**src/hdl/heq_pkg.sv**
```systemverilog
// Shared constants, command codes and divider interface types for the histogram equalizer.
`timescale 1ns / 1ps

package heq_pkg;

    // Histogram geometry
    localparam int COUNT_BITS = 21;
    localparam int PC_BITS    = 21;
    localparam int ADDR_BITS  = 8;
    localparam int LEVELS     = 1 << ADDR_BITS;
    localparam int QUOT_BITS  = 8;

    // Running sum of all bins and 255 * running sum
    localparam int CDF_BITS = COUNT_BITS + ADDR_BITS;
    localparam int NUM_BITS = CDF_BITS + QUOT_BITS;

    localparam logic [PC_BITS-1:0]    PC_RESET = PC_BITS'(65536);
    localparam logic [QUOT_BITS-1:0]  GREY_MAX = {QUOT_BITS{1'b1}};
    localparam logic [COUNT_BITS-1:0] BIN_MAX  = {COUNT_BITS{1'b1}};

    typedef enum logic [1:0] {
        CMD_CLEAR = 2'd0,
        CMD_COUNT = 2'd1,
        CMD_BUILD = 2'd2,
        CMD_MAP   = 2'd3
    } t_cmd;

    // Divider request: start pulse, dividend and divisor
    typedef struct packed {
        logic                start;
        logic [NUM_BITS-1:0] num;
        logic [PC_BITS-1:0]  den;
    } t_div_req;

    // Divider response: one-cycle done pulse and clamped quotient
    typedef struct packed {
        logic                 done;
        logic [QUOT_BITS-1:0] quot;
    } t_div_rsp;

endpackage

```
**src/hdl/heq_div.sv**
```systemverilog
// Bit-serial restoring divider giving an 8-bit quotient clamped to 255.
`timescale 1ns / 1ps

module heq_div (
    input  logic              i_clk,
    input  logic              i_rst_n,
    input  heq_pkg::t_div_req i_req,
    output heq_pkg::t_div_rsp o_rsp
);

    localparam int NB = heq_pkg::NUM_BITS;
    localparam int QB = heq_pkg::QUOT_BITS;

    logic          r_busy;
    logic          r_done;
    logic [2:0]    r_step;
    logic [NB-1:0] r_rem;
    logic [NB-1:0] r_dsh;
    logic [QB-1:0] r_quot;

    logic          ovf;
    logic          ge;
    logic [NB-1:0] n_rem;

    // Quotient would exceed 8 bits: clamp without iterating
    assign ovf   = i_req.num >= NB'({i_req.den, {QB{1'b0}}});
    assign ge    = r_rem >= r_dsh;
    assign n_rem = ge ? (r_rem - r_dsh) : r_rem;

    // One quotient bit per cycle, MSB first
    always_ff @(posedge i_clk) begin
        if (!i_rst_n) begin
            r_busy <= 1'b0;
            r_done <= 1'b0;
        end else begin
            r_done <= 1'b0;
            if (i_req.start) begin
                if (ovf) begin
                    r_quot <= heq_pkg::GREY_MAX;
                    r_done <= 1'b1;
                end else begin
                    r_rem  <= i_req.num;
                    r_dsh  <= NB'({i_req.den, {(QB-1){1'b0}}});
                    r_quot <= '0;
                    r_step <= 3'(QB - 1);
                    r_busy <= 1'b1;
                end
            end else if (r_busy) begin
                r_rem  <= n_rem;
                r_dsh  <= r_dsh >> 1;
                r_quot <= {r_quot[QB-2:0], ge};
                if (r_step == 3'd0) begin
                    r_busy <= 1'b0;
                    r_done <= 1'b1;
                end else begin
                    r_step <= r_step - 3'd1;
                end
            end
        end
    end

    assign o_rsp.done = r_done;
    assign o_rsp.quot = r_quot;

endmodule

```
**config.mk**
```make
export PLATFORM = sky130hd
export DESIGN_NAME = heq_div
export DESIGN_NICKNAME = d
export VERILOG_FILES = /design/src/hdl/heq_pkg.sv /design/src/hdl/heq_div.sv
export SDC_FILE = /design/constraint.sdc
export NUM_CORES = 1
export LEC_CHECK = 0
export BUFFER_PORTS_ARGS = -buffer_cell sky130_fd_sc_hd__buf_2
export CORE_MARGIN = 2
export CORE_UTILIZATION = 58
export DETAILED_ROUTE_END_ITERATION = 8
export GPL_ROUTABILITY_DRIVEN = 0
export GPL_TIMING_DRIVEN = 0
export PLACE_DENSITY_LB_ADDON = 0.15
export REMOVE_ABC_BUFFERS = 1
export SKIP_LAST_GASP = 1
export SLEW_MARGIN = 20
export SYNTH_ARGS = -nofsm -noshare
export SYNTH_HDL_FRONTEND = slang
export SYNTH_SLANG_ARGS = --single-unit
```
**constraint.sdc**
```tcl
create_clock -name i_clk -period 9.38 [get_ports i_clk]
set_clock_uncertainty 0.15 [all_clocks]
set_input_delay 0.938 -clock i_clk [delete_from_list [all_inputs] [get_ports i_clk]]
set_output_delay 0.938 -clock i_clk [all_outputs]
set_load 0.1 [all_outputs]
```
==> insert_results.sql <==
INSERT INTO impl_metrics (metric_group, metric, value, unit) VALUES
('placement', 'dpl_wire_length', '10560', 'um'),
('yosys', 'synth_area', '5688', 'um2'),
('floorplan', 'die-width', '103.0', 'um'),
('global_routing', 'grt_max_degree', '71', ''),
('power_and_ir_drop', 'finalPower', '0.0008466', 'W'),
('yosys', 'yosysUniqueCellTypes', '61', ''),
('sta', 'final-hold-violation-count', '0', ''),
('job', 'drv.max_cap_violation_count', '0', ''),
('detailed_routing', 'dr.first_iter.drc_count', '330', ''),
('setup_path', 'critPathKind', 'primary input to flop', ''),
('sta', 'timing_max_transition_violations_final', '0', ''),
('global_routing', 'grt_pass1_vias', '4513', ''),
('cts', 'number_of_clock_buffers_inserted_by_tritoncts', '9', ''),
('power_and_ir_drop', 'irDropWorstVdd', '0.00006226', 'V'),
('cts', 'cts.sinks', '78', ''),
('cts', 'clock_tree.htree_level_count', '3', ''),
('yosys', 'post_synth_inst_count', '641', ''),
('yosys', 'synth-seq-area-share', '40.83', '%'),
('cts', 'cts_root_buffer', 'clkbuf_8', ''),
('floorplan', 'die-area', '10620', 'um2'),
('floorplan', 'initial_utilization', '59.01', '%'),
('setup_path', 'timing.critical_path.max_delay_family', 'compound AO/OA/AOI/OAI gates', ''),
('sta', 'tightestPinTransition', '1.064', 'ns'),
('setup_path', 'cp_num_buf_inv', '5', ''),
('finish', 'nets', '816', ''),
('power_and_ir_drop', 'pwr_density_cell', '132.0', 'nW/um2'),
('setup_path', 'critical_path_required', '9.31', 'ns'),
('sta', 'crit_path_time_final', '4.328', 'ns'),
('sta', 'maximum_achievable_frequency', '231.1', 'MHz'),
('cts', 'clkLatencyLatePin', '0.37', 'ns'),
('yosys', 'synth.ff_latch_count', '78', ''),
('setup_path', 'cpPeakStageDelay', '0.72', 'ns'),
('sta', 'maxSlewHeadroom', '27.23', '%'),
('yosys', 'synth_ff_type', 'edfxtp_1', ''),
('yosys', 'synth_edf_count', '76', ''),
('floorplan', 'fp.dieH', '103.0', 'um'),
('cts', 'cts.hold.buffers_added', '0', ''),
('floorplan', 'core_outline_area', '9639', 'um2'),
('global_routing', 'globalRouteOverflowTotal', '0', ''),
('sta', 'finalSetupViolCount', '0', ''),
('floorplan', 'rows', '36', ''),
('global_routing', 'gr-usage-all-layers', '26.92', '%'),
('global_routing', 'grt_first_pass_wirelength', '21940', 'um'),
('setup_path', 'worst_setup_path_end_kind', 'flop', ''),
('detailed_routing', 'wl_per_instance', '16.57', 'um'),
('yosys', 'yosysWarningCount', '0', ''),
('cts', 'cts_repair_resize_count', '0', ''),
('yosys', 'avgSynthCellArea', '8.874', 'um2'),
('placement', 'buffer_ports.inserted', '69', ''),
('setup_path', 'worstSetupStartpointType', 'primary input', ''),
('setup_path', 'critPathSlowestCell', 'a221oi_1', ''),
('finish', 'mostFrequentLayoutCell', 'nand2_1', ''),
('sta', 'finalSetupTns', '0', 'ns'),
('finish', 'n_antenna_cell', '0', ''),
('sta', 'rsz0062_at_grt', 'false', ''),
('sta', 'period_share', '46.14', '%'),
('yosys', 'asyncSetResetFlopFracSynth', '0', '%'),
('cts', 'path_clk_slew', '0.08', 'ns'),
('finish', 'area_growth', '12.74', '%'),
('placement', 'pre_cts_slack', '4.863', 'ns'),
('cts', 'cts_post_setup_buffers_inserted', '0', ''),
('outcome', 'result_of_the_run', 'complete, no violations', ''),
('finish', 'layout-drive-gt1-share', '13.56', '%'),
('sta', 'final_critical_path_setup_slack', '5.052', 'ns'),
('cts', 'clock_tree_from_tritoncts', 'built', ''),
('setup_path', 'data_arrival_critical_path', '4.26', 'ns'),
('power_and_ir_drop', 'cellLeakagePower', '2.724', 'nW'),
('setup_path', 'critical_path.cell_chain', 'buf_2, inv_1, ha_1, and3_1, a221o_1, a221oi_1, nand2_1, nand2_1, a31oi_1, nor3_2, buf_4, buf_4, buf_6', ''),
('detailed_routing', 'detailroute.via_count', '5000', ''),
('detailed_routing', 'vias_per_cell', '5.945', ''),
('setup_path', 'maximum_fanout_encountered_on_the_critical_timing_path', '9', ''),
('floorplan', 'floorplan.io_pins', '70', ''),
('finish', 'most-common-layout-cells', 'nand2_1, edfxtp_1, buf_2', ''),
('detailed_routing', 'ant_nets', '0', ''),
('detailed_routing', 'drc_errors', '0', ''),
('global_routing', 'grt_antenna_before_repair', '0', ''),
('detailed_routing', 'firstDrtPassIters', '5', ''),
('hold_path', 'worst_hold_path_type', 'flop to flop', ''),
('cts', 'cts_buffer_depth', '2', ''),
('detailed_routing', 'route.final.wire_length', '13940', 'um');
-- worst paths after layout --
path,cells after the start,slack [ns],end,start
worst max register to register,11,5.42,r_rem[12]$_DFFE_PP_,r_rem[7]$_DFFE_PP_
worst min register to register,2,0.41,r_dsh[6]$_SDFFCE_PP0P_,r_dsh[7]$_DFFE_PP_
worst max-delay path,13,5.05,r_rem[12]$_DFFE_PP_,i_req[16]
worst min-delay path,2,0.41,r_dsh[6]$_SDFFCE_PP0P_,r_dsh[7]$_DFFE_PP_
-- final cells by class --
class / count / area [um2]
Tap cell: 133 / 166.4
Multi-Input combinational cell: 479 / 3055
Sequential cell: 78 / 2322
Fill cell: 843 / 3227
Timing Repair Buffer: 75 / 429.2
Inverter: 60 / 225.2
Clock buffer: 10 / 127.6
Clock inverter: 6 / 86.33
-- layer usage --
metal | global-route usage (%) | up-vias | share of wire, %
met4 | 7.692 | 0 | 0.93
met2 | 42.61 | 208 | 46
li1 | - | 2453 | -
met1 | 38.10 | 2324 | 46
met3 | 4.814 | 15 | 7.4
met5 | 0 | - | 0
-- cells in the mapped netlist, drive strengths merged, types with 7 or more instances --
cell,instances,share of area [%]
nand3,10,0.88
o31ai,9,1.2
xor2,10,1.5
o21a,11,1.5
edfxtp,76,40
xnor2,13,2.0
ha,51,11
a21oi,36,3.2
a31oi,7,0.77
inv,59,3.9
a21o,16,2.1
nor3,16,1.4
o211ai,7,0.92
nand4,8,0.88
nor2,54,3.6
nor4,8,0.88
clkbuf,18,1.2
o21ai,62,5.5
nand2,88,5.8
-- where the power goes --
group / switching [W] / leakage [nW] / total (W) / internal (W)
combinational: 0.000101 / 1.91 / 0.000164 / 0.0000625
sequential: 0.00000471 / 0.710 / 0.000402 / 0.000398
clock: 0.000131 / 0.106 / 0.000280 / 0.000149
-- logic make-up after synthesis --
kind of cell | Yosys count | share of synthesized area (%)
AND/OR/NAND/NOR | 222 | 18.15
multiplexers | 3 | 0.5499
XOR/XNOR | 23 | 3.542
buffers and inverters | 84 | 5.675
flip-flops | 78 | 40.83
adder cells (fa/ha/maj) | 52 | 11.57
AO/OA/AOI/OAI | 179 | 19.69
-- tightest hold or removal path: cells and delay by family, from the launching register on --
| kind | cells | cell delay, ns |
|---|---|---|
| flip-flops | 1 | 0.32 |
| buffers and inverters | 1 | 0.05 |
| AND/OR/NAND/NOR | 1 | 0.07 |
-- metrics by stage --
step / util, % / area (um2) / cells / hold WS, ns
floorplan: - / 5590 / 617 / 0.2985
global placement: 63.30 / 6102 / 819 / 0.3103
detailed placement: 64.30 / 6198 / 825 / 0.3639
CTS: 66.52 / 6412 / 841 / 0.3977
global route: 66.52 / 6412 / 841 / 0.4130
finish: 66.52 / 6412 / 841 / 0.4056
-- state kept, by name (all words and copies together), names as in the netlist --
name    cells
r_rem      37
r_done      1
r_step      3
r_dsh      28
r_busy      1
r_quot      8
(Power assumes the default switching activity.)
